<file path="src/rtl/kct_pkg.sv">
package kct_pkg;

  localparam int unsigned NumKeysDef   = 10;
  localparam int unsigned KeyW         = 4;
  localparam int unsigned TickW        = 16;
  localparam int unsigned CountW       = 7;
  localparam int unsigned DigitW       = 4;
  localparam int unsigned KindW        = 2;
  localparam int unsigned CfgIdxW      = 1;

  localparam logic [TickW-1:0]  LongPressReset = 16'd256;
  localparam logic [TickW-1:0]  DoubleGapReset = 16'hB0;
  localparam logic [CountW-1:0] CountWrap      = 7'd97;

  typedef enum logic [CfgIdxW-1:0] {
    CFG_LONG_PRESS = 1'b0,
    CFG_DOUBLE_GAP = 1'b1
  } cfg_idx_e;

  typedef enum logic [KindW-1:0] {
    KIND_SINGLE = 2'd0,
    KIND_DOUBLE = 2'd1,
    KIND_LONG   = 2'd2
  } kind_e;

  typedef enum logic [3:0] {
    ST_IDLE       = 4'd0,
    ST_ARM        = 4'd1,
    ST_DEBOUNCE   = 4'd2,
    ST_HELD       = 4'd3,
    ST_REL_CHK    = 4'd4,
    ST_GAP        = 4'd5,
    ST_SINGLE     = 4'd6,
    ST_PRESS2_CHK = 4'd7,
    ST_DOUBLE     = 4'd8,
    ST_WAIT_REL_D = 4'd9,
    ST_REL_D_CHK  = 4'd10,
    ST_LONG       = 4'd11,
    ST_WAIT_REL_L = 4'd12,
    ST_REL_L_CHK  = 4'd13,
    ST_DONE       = 4'd14
  } state_e;

  typedef struct packed {
    logic [TickW-1:0] long_press;
    logic [TickW-1:0] double_gap;
  } cfg_t;

  typedef struct packed {
    logic            valid;
    kind_e           kind;
    logic [KeyW-1:0] key;
  } emit_t;

  typedef struct packed {
    logic [DigitW-1:0] tens;
    logic [DigitW-1:0] ones;
  } dec_t;

  // value / 10 by reciprocal, exact for 0..127
  function automatic dec_t split_dec(input logic [CountW-1:0] v);
    logic [14:0]       prod;
    logic [DigitW-1:0] tens;
    logic [CountW-1:0] rem;
    dec_t              res;
    prod     = 15'(v) * 15'd205;
    tens     = prod[14:11];
    rem      = v - 7'(tens) * 7'd10;
    res.tens = tens;
    res.ones = rem[DigitW-1:0];
    return res;
  endfunction

endpackage

</file>
<file path="src/rtl/kct_fsm.sv">
module kct_fsm #(
  parameter int unsigned NUM_KEYS = kct_pkg::NumKeysDef
) (
  input  logic                     clk_i,
  input  logic                     rst_ni,
  input  logic                     fire_i,
  input  logic [kct_pkg::KeyW-1:0] key_code_i,
  input  logic                     key_level_i,
  input  kct_pkg::cfg_t            cfg_i,
  output kct_pkg::emit_t           emit_o
);

  kct_pkg::state_e                 state_q, state_d;
  logic [kct_pkg::KeyW-1:0]        held_key_q, held_key_d;
  logic [kct_pkg::TickW-1:0]       elapsed_q, elapsed_d;
  logic                            clear;
  logic                            long_hit;
  logic                            gap_hit;
  logic                            key_ok;

  assign long_hit = elapsed_q >= cfg_i.long_press;
  assign gap_hit  = elapsed_q >= cfg_i.double_gap;
  assign key_ok   = (key_code_i != '0) &&
                    ({28'd0, key_code_i} <= 32'(NUM_KEYS));

  // next state
  always_comb begin
    state_d    = state_q;
    held_key_d = held_key_q;
    clear      = 1'b0;
    unique case (state_q)
      kct_pkg::ST_IDLE: begin
        if (key_ok) begin
          held_key_d = key_code_i;
          state_d    = kct_pkg::ST_ARM;
        end
      end
      kct_pkg::ST_ARM: begin
        if (!key_level_i) state_d = kct_pkg::ST_DEBOUNCE;
      end
      kct_pkg::ST_DEBOUNCE: begin
        if (key_level_i) begin
          state_d = kct_pkg::ST_ARM;
        end else begin
          state_d = kct_pkg::ST_HELD;
          clear   = 1'b1;
        end
      end
      kct_pkg::ST_HELD: begin
        if (long_hit)         state_d = kct_pkg::ST_LONG;
        else if (key_level_i) state_d = kct_pkg::ST_REL_CHK;
      end
      kct_pkg::ST_REL_CHK: begin
        if (key_level_i) begin
          state_d = kct_pkg::ST_GAP;
          clear   = 1'b1;
        end else begin
          state_d = kct_pkg::ST_HELD;
        end
      end
      kct_pkg::ST_GAP: begin
        if (gap_hit)           state_d = kct_pkg::ST_SINGLE;
        else if (!key_level_i) state_d = kct_pkg::ST_PRESS2_CHK;
      end
      kct_pkg::ST_SINGLE:     state_d = kct_pkg::ST_IDLE;
      kct_pkg::ST_PRESS2_CHK: state_d = key_level_i ? kct_pkg::ST_GAP : kct_pkg::ST_DOUBLE;
      kct_pkg::ST_DOUBLE:     state_d = kct_pkg::ST_WAIT_REL_D;
      kct_pkg::ST_WAIT_REL_D: begin
        if (key_level_i) state_d = kct_pkg::ST_REL_D_CHK;
      end
      kct_pkg::ST_REL_D_CHK:  state_d = key_level_i ? kct_pkg::ST_DONE : kct_pkg::ST_WAIT_REL_D;
      kct_pkg::ST_LONG:       state_d = kct_pkg::ST_WAIT_REL_L;
      kct_pkg::ST_WAIT_REL_L: begin
        if (key_level_i) state_d = kct_pkg::ST_REL_L_CHK;
      end
      kct_pkg::ST_REL_L_CHK:  state_d = key_level_i ? kct_pkg::ST_DONE : kct_pkg::ST_WAIT_REL_L;
      default:                state_d = kct_pkg::ST_IDLE;
    endcase
  end

  // outputs
  always_comb begin
    emit_o.valid = 1'b0;
    emit_o.kind  = kct_pkg::KIND_SINGLE;
    emit_o.key   = held_key_q;
    unique case (state_q)
      kct_pkg::ST_SINGLE: begin
        emit_o.valid = 1'b1;
        emit_o.kind  = kct_pkg::KIND_SINGLE;
      end
      kct_pkg::ST_DOUBLE: begin
        emit_o.valid = 1'b1;
        emit_o.kind  = kct_pkg::KIND_DOUBLE;
      end
      kct_pkg::ST_LONG: begin
        emit_o.valid = 1'b1;
        emit_o.kind  = kct_pkg::KIND_LONG;
      end
      default: begin
        emit_o.valid = 1'b0;
      end
    endcase
  end

  // saturating tick counter
  always_comb begin
    if (clear)                 elapsed_d = '0;
    else if (elapsed_q != '1)  elapsed_d = elapsed_q + 1'b1;
    else                       elapsed_d = elapsed_q;
  end

  always_ff @(posedge clk_i or negedge rst_ni) begin
    if (!rst_ni) begin
      state_q    <= kct_pkg::ST_IDLE;
      held_key_q <= '0;
      elapsed_q  <= '0;
    end else if (fire_i) begin
      state_q    <= state_d;
      held_key_q <= held_key_d;
      elapsed_q  <= elapsed_d;
    end
  end

  a_clear_debounce: assert property (@(posedge clk_i) disable iff (!rst_ni)
    fire_i && state_q == kct_pkg::ST_DEBOUNCE && !key_level_i |=> elapsed_q == '0)
    else $error("tick counter not cleared at press confirm");

  a_key_capture: assert property (@(posedge clk_i) disable iff (!rst_ni)
    !$stable(held_key_q) |-> $past(state_q) == kct_pkg::ST_IDLE)
    else $error("held key changed outside idle");

  a_double_follow: assert property (@(posedge clk_i) disable iff (!rst_ni)
    fire_i && state_q == kct_pkg::ST_DOUBLE |=> state_q == kct_pkg::ST_WAIT_REL_D)
    else $error("double click not followed by release wait");

endmodule

</file>
<file path="src/rtl/kct_counts.sv">
module kct_counts #(
  parameter int unsigned NUM_KEYS = kct_pkg::NumKeysDef
) (
  input  logic                       clk_i,
  input  logic                       rst_ni,
  input  logic                       fire_i,
  input  kct_pkg::emit_t             emit_i,
  output kct_pkg::dec_t              key_dec_o,
  output kct_pkg::dec_t              count_dec_o
);

  localparam int unsigned IdxW = (NUM_KEYS > 1) ? $clog2(NUM_KEYS) : 1;

  logic [kct_pkg::CountW-1:0] counts_q [NUM_KEYS];
  logic [kct_pkg::KeyW-1:0]   key_m1;
  logic [IdxW-1:0]            idx;
  logic                       in_range;
  logic [kct_pkg::CountW-1:0] cur;
  logic [kct_pkg::CountW-1:0] base;
  logic [kct_pkg::CountW-1:0] upd;

  assign key_m1   = emit_i.key - 1'b1;
  assign in_range = (emit_i.key != '0) &&
                    ({28'd0, emit_i.key} <= 32'(NUM_KEYS));
  assign idx      = in_range ? key_m1[IdxW-1:0] : '0;
  assign cur      = counts_q[idx];
  assign base     = (cur >= kct_pkg::CountWrap) ? '0 : cur;
  assign upd      = base + 7'(emit_i.kind) + 7'd1;

  assign count_dec_o = kct_pkg::split_dec(upd);
  assign key_dec_o   = kct_pkg::split_dec(7'(emit_i.key));

  always_ff @(posedge clk_i or negedge rst_ni) begin
    if (!rst_ni) begin
      for (int i = 0; i < int'(NUM_KEYS); i++) counts_q[i] <= '0;
    end else if (fire_i && emit_i.valid) begin
      counts_q[idx] <= upd;
    end
  end

endmodule

</file>
<file path="src/rtl/key_click_type_classifier.sv">
// Channel  Direction  Handshake                 Payload
// in       input      in_valid_i / in_stall_o   key_code_i, key_level_i
// out      output     out_valid_o / out_stall_i click_kind_o, key_tens_o, key_ones_o,
//                                               count_tens_o, count_ones_o
// cfg      input      cfg_valid_i / cfg_ready_o cfg_index_i, cfg_data_i
//
// One item per cycle while in_stall_o is low; a classification result is taken into the
// output register when an item is accepted while the FSM is in a result state.
// The FSM step and the press-count read-modify-write finish in the accept cycle.
// in_stall_o is high only while a result sits in the output register and
// out_stall_i holds it.
// Reset clears state, tick counter, all press counts and loads the limit defaults.
module key_click_type_classifier #(
  parameter int unsigned NUM_KEYS = kct_pkg::NumKeysDef
) (
  input  logic                          clk_i,
  input  logic                          rst_ni,
  input  logic                          in_valid_i,
  output logic                          in_stall_o,
  input  logic [kct_pkg::KeyW-1:0]      key_code_i,
  input  logic                          key_level_i,
  output logic                          out_valid_o,
  input  logic                          out_stall_i,
  output logic [kct_pkg::KindW-1:0]     click_kind_o,
  output logic                          key_tens_o,
  output logic [kct_pkg::DigitW-1:0]    key_ones_o,
  output logic [kct_pkg::DigitW-1:0]    count_tens_o,
  output logic [kct_pkg::DigitW-1:0]    count_ones_o,
  input  logic                          cfg_valid_i,
  output logic                          cfg_ready_o,
  input  logic [kct_pkg::CfgIdxW-1:0]   cfg_index_i,
  input  logic [kct_pkg::TickW-1:0]     cfg_data_i
);

  kct_pkg::cfg_t                 cfg_q;
  kct_pkg::emit_t                emit;
  kct_pkg::dec_t                 key_dec;
  kct_pkg::dec_t                 count_dec;
  logic                          fire;
  logic                          out_valid_q;
  logic [kct_pkg::KindW-1:0]     kind_q;
  logic                          key_tens_q;
  logic [kct_pkg::DigitW-1:0]    key_ones_q;
  logic [kct_pkg::DigitW-1:0]    count_tens_q;
  logic [kct_pkg::DigitW-1:0]    count_ones_q;

  assign cfg_ready_o = 1'b1;
  assign in_stall_o  = out_valid_q & out_stall_i;
  assign fire        = in_valid_i & ~in_stall_o;

  always_ff @(posedge clk_i or negedge rst_ni) begin
    if (!rst_ni) begin
      cfg_q.long_press <= kct_pkg::LongPressReset;
      cfg_q.double_gap <= kct_pkg::DoubleGapReset;
    end else if (cfg_valid_i) begin
      unique case (kct_pkg::cfg_idx_e'(cfg_index_i))
        kct_pkg::CFG_LONG_PRESS: cfg_q.long_press <= cfg_data_i;
        kct_pkg::CFG_DOUBLE_GAP: cfg_q.double_gap <= cfg_data_i;
        default:                 cfg_q            <= cfg_q;
      endcase
    end
  end

  kct_fsm #(.NUM_KEYS(NUM_KEYS)) u_fsm (
    .clk_i      (clk_i),
    .rst_ni     (rst_ni),
    .fire_i     (fire),
    .key_code_i (key_code_i),
    .key_level_i(key_level_i),
    .cfg_i      (cfg_q),
    .emit_o     (emit)
  );

  kct_counts #(.NUM_KEYS(NUM_KEYS)) u_counts (
    .clk_i      (clk_i),
    .rst_ni     (rst_ni),
    .fire_i     (fire),
    .emit_i     (emit),
    .key_dec_o  (key_dec),
    .count_dec_o(count_dec)
  );

  always_ff @(posedge clk_i or negedge rst_ni) begin
    if (!rst_ni) begin
      out_valid_q <= 1'b0;
    end else if (fire && emit.valid) begin
      out_valid_q <= 1'b1;
    end else if (!out_stall_i) begin
      out_valid_q <= 1'b0;
    end
  end

  always_ff @(posedge clk_i) begin
    if (fire && emit.valid) begin
      kind_q       <= emit.kind;
      key_tens_q   <= key_dec.tens[0];
      key_ones_q   <= key_dec.ones;
      count_tens_q <= count_dec.tens;
      count_ones_q <= count_dec.ones;
    end
  end

  assign out_valid_o  = out_valid_q;
  assign click_kind_o = kind_q;
  assign key_tens_o   = key_tens_q;
  assign key_ones_o   = key_ones_q;
  assign count_tens_o = count_tens_q;
  assign count_ones_o = count_ones_q;

endmodule
</file>
<file path="config.mk">
export PLATFORM = sky130hd
export DESIGN_NAME = key_click_type_classifier
export DESIGN_NICKNAME = d
export VERILOG_FILES = /design/src/rtl/kct_pkg.sv /design/src/rtl/kct_fsm.sv /design/src/rtl/kct_counts.sv /design/src/rtl/key_click_type_classifier.sv
export SDC_FILE = /design/constraint.sdc
export NUM_CORES = 1
export LEC_CHECK = 0
export BUFFER_PORTS_ARGS = -buffer_cell sky130_fd_sc_hd__buf_2
export CORE_UTILIZATION = 60
export DETAILED_ROUTE_END_ITERATION = 10
export GPL_TIMING_DRIVEN = 0
export HOLD_SLACK_MARGIN = 0.1
export PLACE_DENSITY = 0.78
export SLEW_MARGIN = 40
export SYNTH_ARGS = -nofsm -noshare
export SYNTH_HDL_FRONTEND = slang
export SYNTH_SLANG_ARGS = --single-unit
</file>
<file path="constraint.sdc">
create_clock -name clk_i -period 24.1 [get_ports clk_i]
set_input_delay 1.205 -clock clk_i [delete_from_list [all_inputs] [get_ports clk_i]]
set_output_delay 1.205 -clock clk_i [all_outputs]
set_load 0.02 [all_outputs]
</file>
==> impl_results.md <==
- Outcome: finished, final reports clean
- IO Count: 45
- Post CTS Setup Buffer Count: 0
- Post-route design area: 9930 sq um
- DR vias: 6534
- Crit path buf inv count: 12
- Peak fanout along the critical path: 12
- Most common cell after layout, fill and taps aside: dfrtp_1
- Slowest CP cell: clkbuf_1
- Relative slew slack: 47.6%
- Reg2reg start: u_fsm.held_key_q[0]
- CP max stage delay: 640 ps
- HP Class: reg -> reg
- Worst R2R Setup Slack: 13880 ps
- Commonest non-fill, non-tap cells in the layout: 123 x dfrtp_1, 92 x ha_1, 76 x nand2_1
- Die area: 15300 sq um
- Multi-input gate area: 4820 sq um
- Clock sink count: 142
- Port Buffer Count: 42
- GRT Total Usage: 28.0%
- Worst hold slack: 478 ps
- Setup crit start kind: flop
- Routed WL per cell: 17.3 um
- Final worst path period need: 10220 ps
- Row cnt: 44
- Initial core utilization: 61.3%
- Main synth FF type: dfrtp_1
- Worst path required time: 24270 ps
- CTS tree: yes
- TritonRoute pass-1 iters: 6
- Worst-path clk slew: 60 ps
- Syn Inst Count: 859
- RSZ-0062 raised after global routing: false
- Largest delay share family, worst path: buffers and inverters
- First-pass GRT wire length: 32300 um
- TritonCTS Buffers: 17
- CTS resizes: 0
- Cts hold-fix bufs: 0
- Worst-Margin Slew: 785 ps
- DP Wirelength: 14100 um
- CP endpoint kind: flop
- Share of layout cells above drive strength 1: 19.8%
- Register area share after synthesis: 41.0%
- Sequential Area: 3630 sq um
- Syn-to-layout area delta: 11.9%
- Crit Path Category: reg -> reg
- Overflow after GRT: 0
- Max H-tree Level: 4
- Fillers: 1061
- Initial antenna violation count: 0
- Final Hold Fails: 0
- Final period util: 42.4%
- Clock Latency Late Sink: 430 ps
- Max-slew violations: 0
- Max Freq: 97.9 MHz
- Initial DRC Count: 375
- FFs w/ async S/R, synth: 89.4%
- Bufs on Longest Clock Path: 2
- Setup TNS Final: 0 ps
- Core area: 14500 sq um
- Root buffer cell: clkbuf_16
- Final setup viols: 0
- Arrival time at the worst endpoint: 10390 ps
- Area after DPL: 9390 sq um
- Nets@finish: 1050
- Largest net degree at the start of global routing: 66
- Most frequent CP cell: ha_1
- EDFF count, synth: 15
- Maxcap violations: 0
- N_diodes: 0
- DRC: 0
- Die Span Y: 124 um
- Post-Syn Area: 8870 sq um
- Die W: 124 um
- Placer Congestion: 0.942
- Netlist cell types: 76
- Yosys Warn Count: 0
- Final ANT Viol Nets: 0
- Worst hold start: u_counts.counts_q[42]
- Syn_nets: 987
- Yosys reg bits: 142
- Vias in the first global route: 6574
- WL final: 19300 um
- Worst Setup SP: u_fsm.held_key_q[0]
- Vias/cell: 5.84
- Clock skew: 17.9 ps
- Synthesized area per cell: 10.3 sq um
==> final cells by class <==
cell class              count  share of cell area (%)
plain buffers              37                    1.74
clock buffers              17                    4.29
clock inverters            15                    1.15
inverters                  72                    2.72
multi-input cells         608                    48.5
flip-flops and latches    142                    36.6
well taps                 184                    2.32
repair buffers             44                    2.65
==> layer usage <==
layer / global-route usage (%) / part of all wire [%] / up-vias
met3: 4.67 / 3.3 / 41
li1: - / - / 3155
met4: 11.7 / 2.9 / 0
met1: 34.9 / 44 / 3200
met2: 48.2 / 50 / 138
met5: 0 / 0 / -
==> path summary, 6_finish.rpt <==
| path | endpoint | depth (start not counted) |
|---|---|---|
| max | count_ones_o[3] | 41 |
| min | u_counts.counts_q[42] | 2 |
| max reg2reg | count_ones_o[3] | 41 |
| min reg2reg | u_counts.counts_q[42] | 2 |
| max in group asynchronous | cfg_q[24] | 2 |
| min in group asynchronous | u_fsm.held_key_q[1] | 1 |
==> cell families (layout without fill, tap and decap cells) <==
group                      after synthesis  count (layout)  share of synthesized area, %
AOI/OAI and AO/OA                      178             178                          13.4
xor gates and xnor gates                36              36                          4.15
adders and majority gates              101             101                          15.0
buffers and inverters                  109             185                          4.99
DFF                                    142             142                          41.0
muxes                                   74              74                          9.51
other                                    1               1                        0.0423
and+or+nand+nor                        218             218                          11.9
==> worst reg2reg max path, delay by kind of cell (launching register included) <==
| family | cells | cell delay (ps) |
|---|---|---|
| compound gates | 8 | 1470 |
| xor+xnor | 4 | 570 |
| fa+ha+maj | 9 | 3080 |
| buf+inv | 12 | 3280 |
| flops | 1 | 450 |
| simple gates | 8 | 1140 |
==> sequential cells by signal (all words and copies together) (netlist names) <==
register	flops
u_counts.counts_q	70
cfg_q	32
u_fsm.elapsed_q	16
count_ones_o	4
count_tens_o	4
key_ones_o	4
u_fsm.held_key_q	4
u_fsm.state_q	4
click_kind_o	2
key_tens_o	1
out_valid_o	1
==> cells in the mapped netlist (15+ instances only) <==
library cell    n  share of area [%]
a21oi_1        31                1.7
dfrtp_1       123                 35
clkbuf_1       26                1.1
xnor2_1        15                1.5
mux2_2         62                7.9
o21ai_0        64                3.6
a21o_1         16                1.4
nand2_1        76                3.2
edfxtp_1       15                5.1
ha_1           92                 13
nor2_1         58                2.5
inv_1          71                3.0
==> stage by stage <==
stage               worst slack, ps  util (%)  cells
global route                  13220      68.6   1119
global placement              14190      64.3   1085
detailed placement            13930      64.8   1087
finish                        13880      68.6   1119
floorplan                     15910         -    859
CTS                           13890      68.6   1119
Power is left out: the tool's default activity adds up to more than one toggle a clock period on the data nets, which glitch-free logic cannot reach.
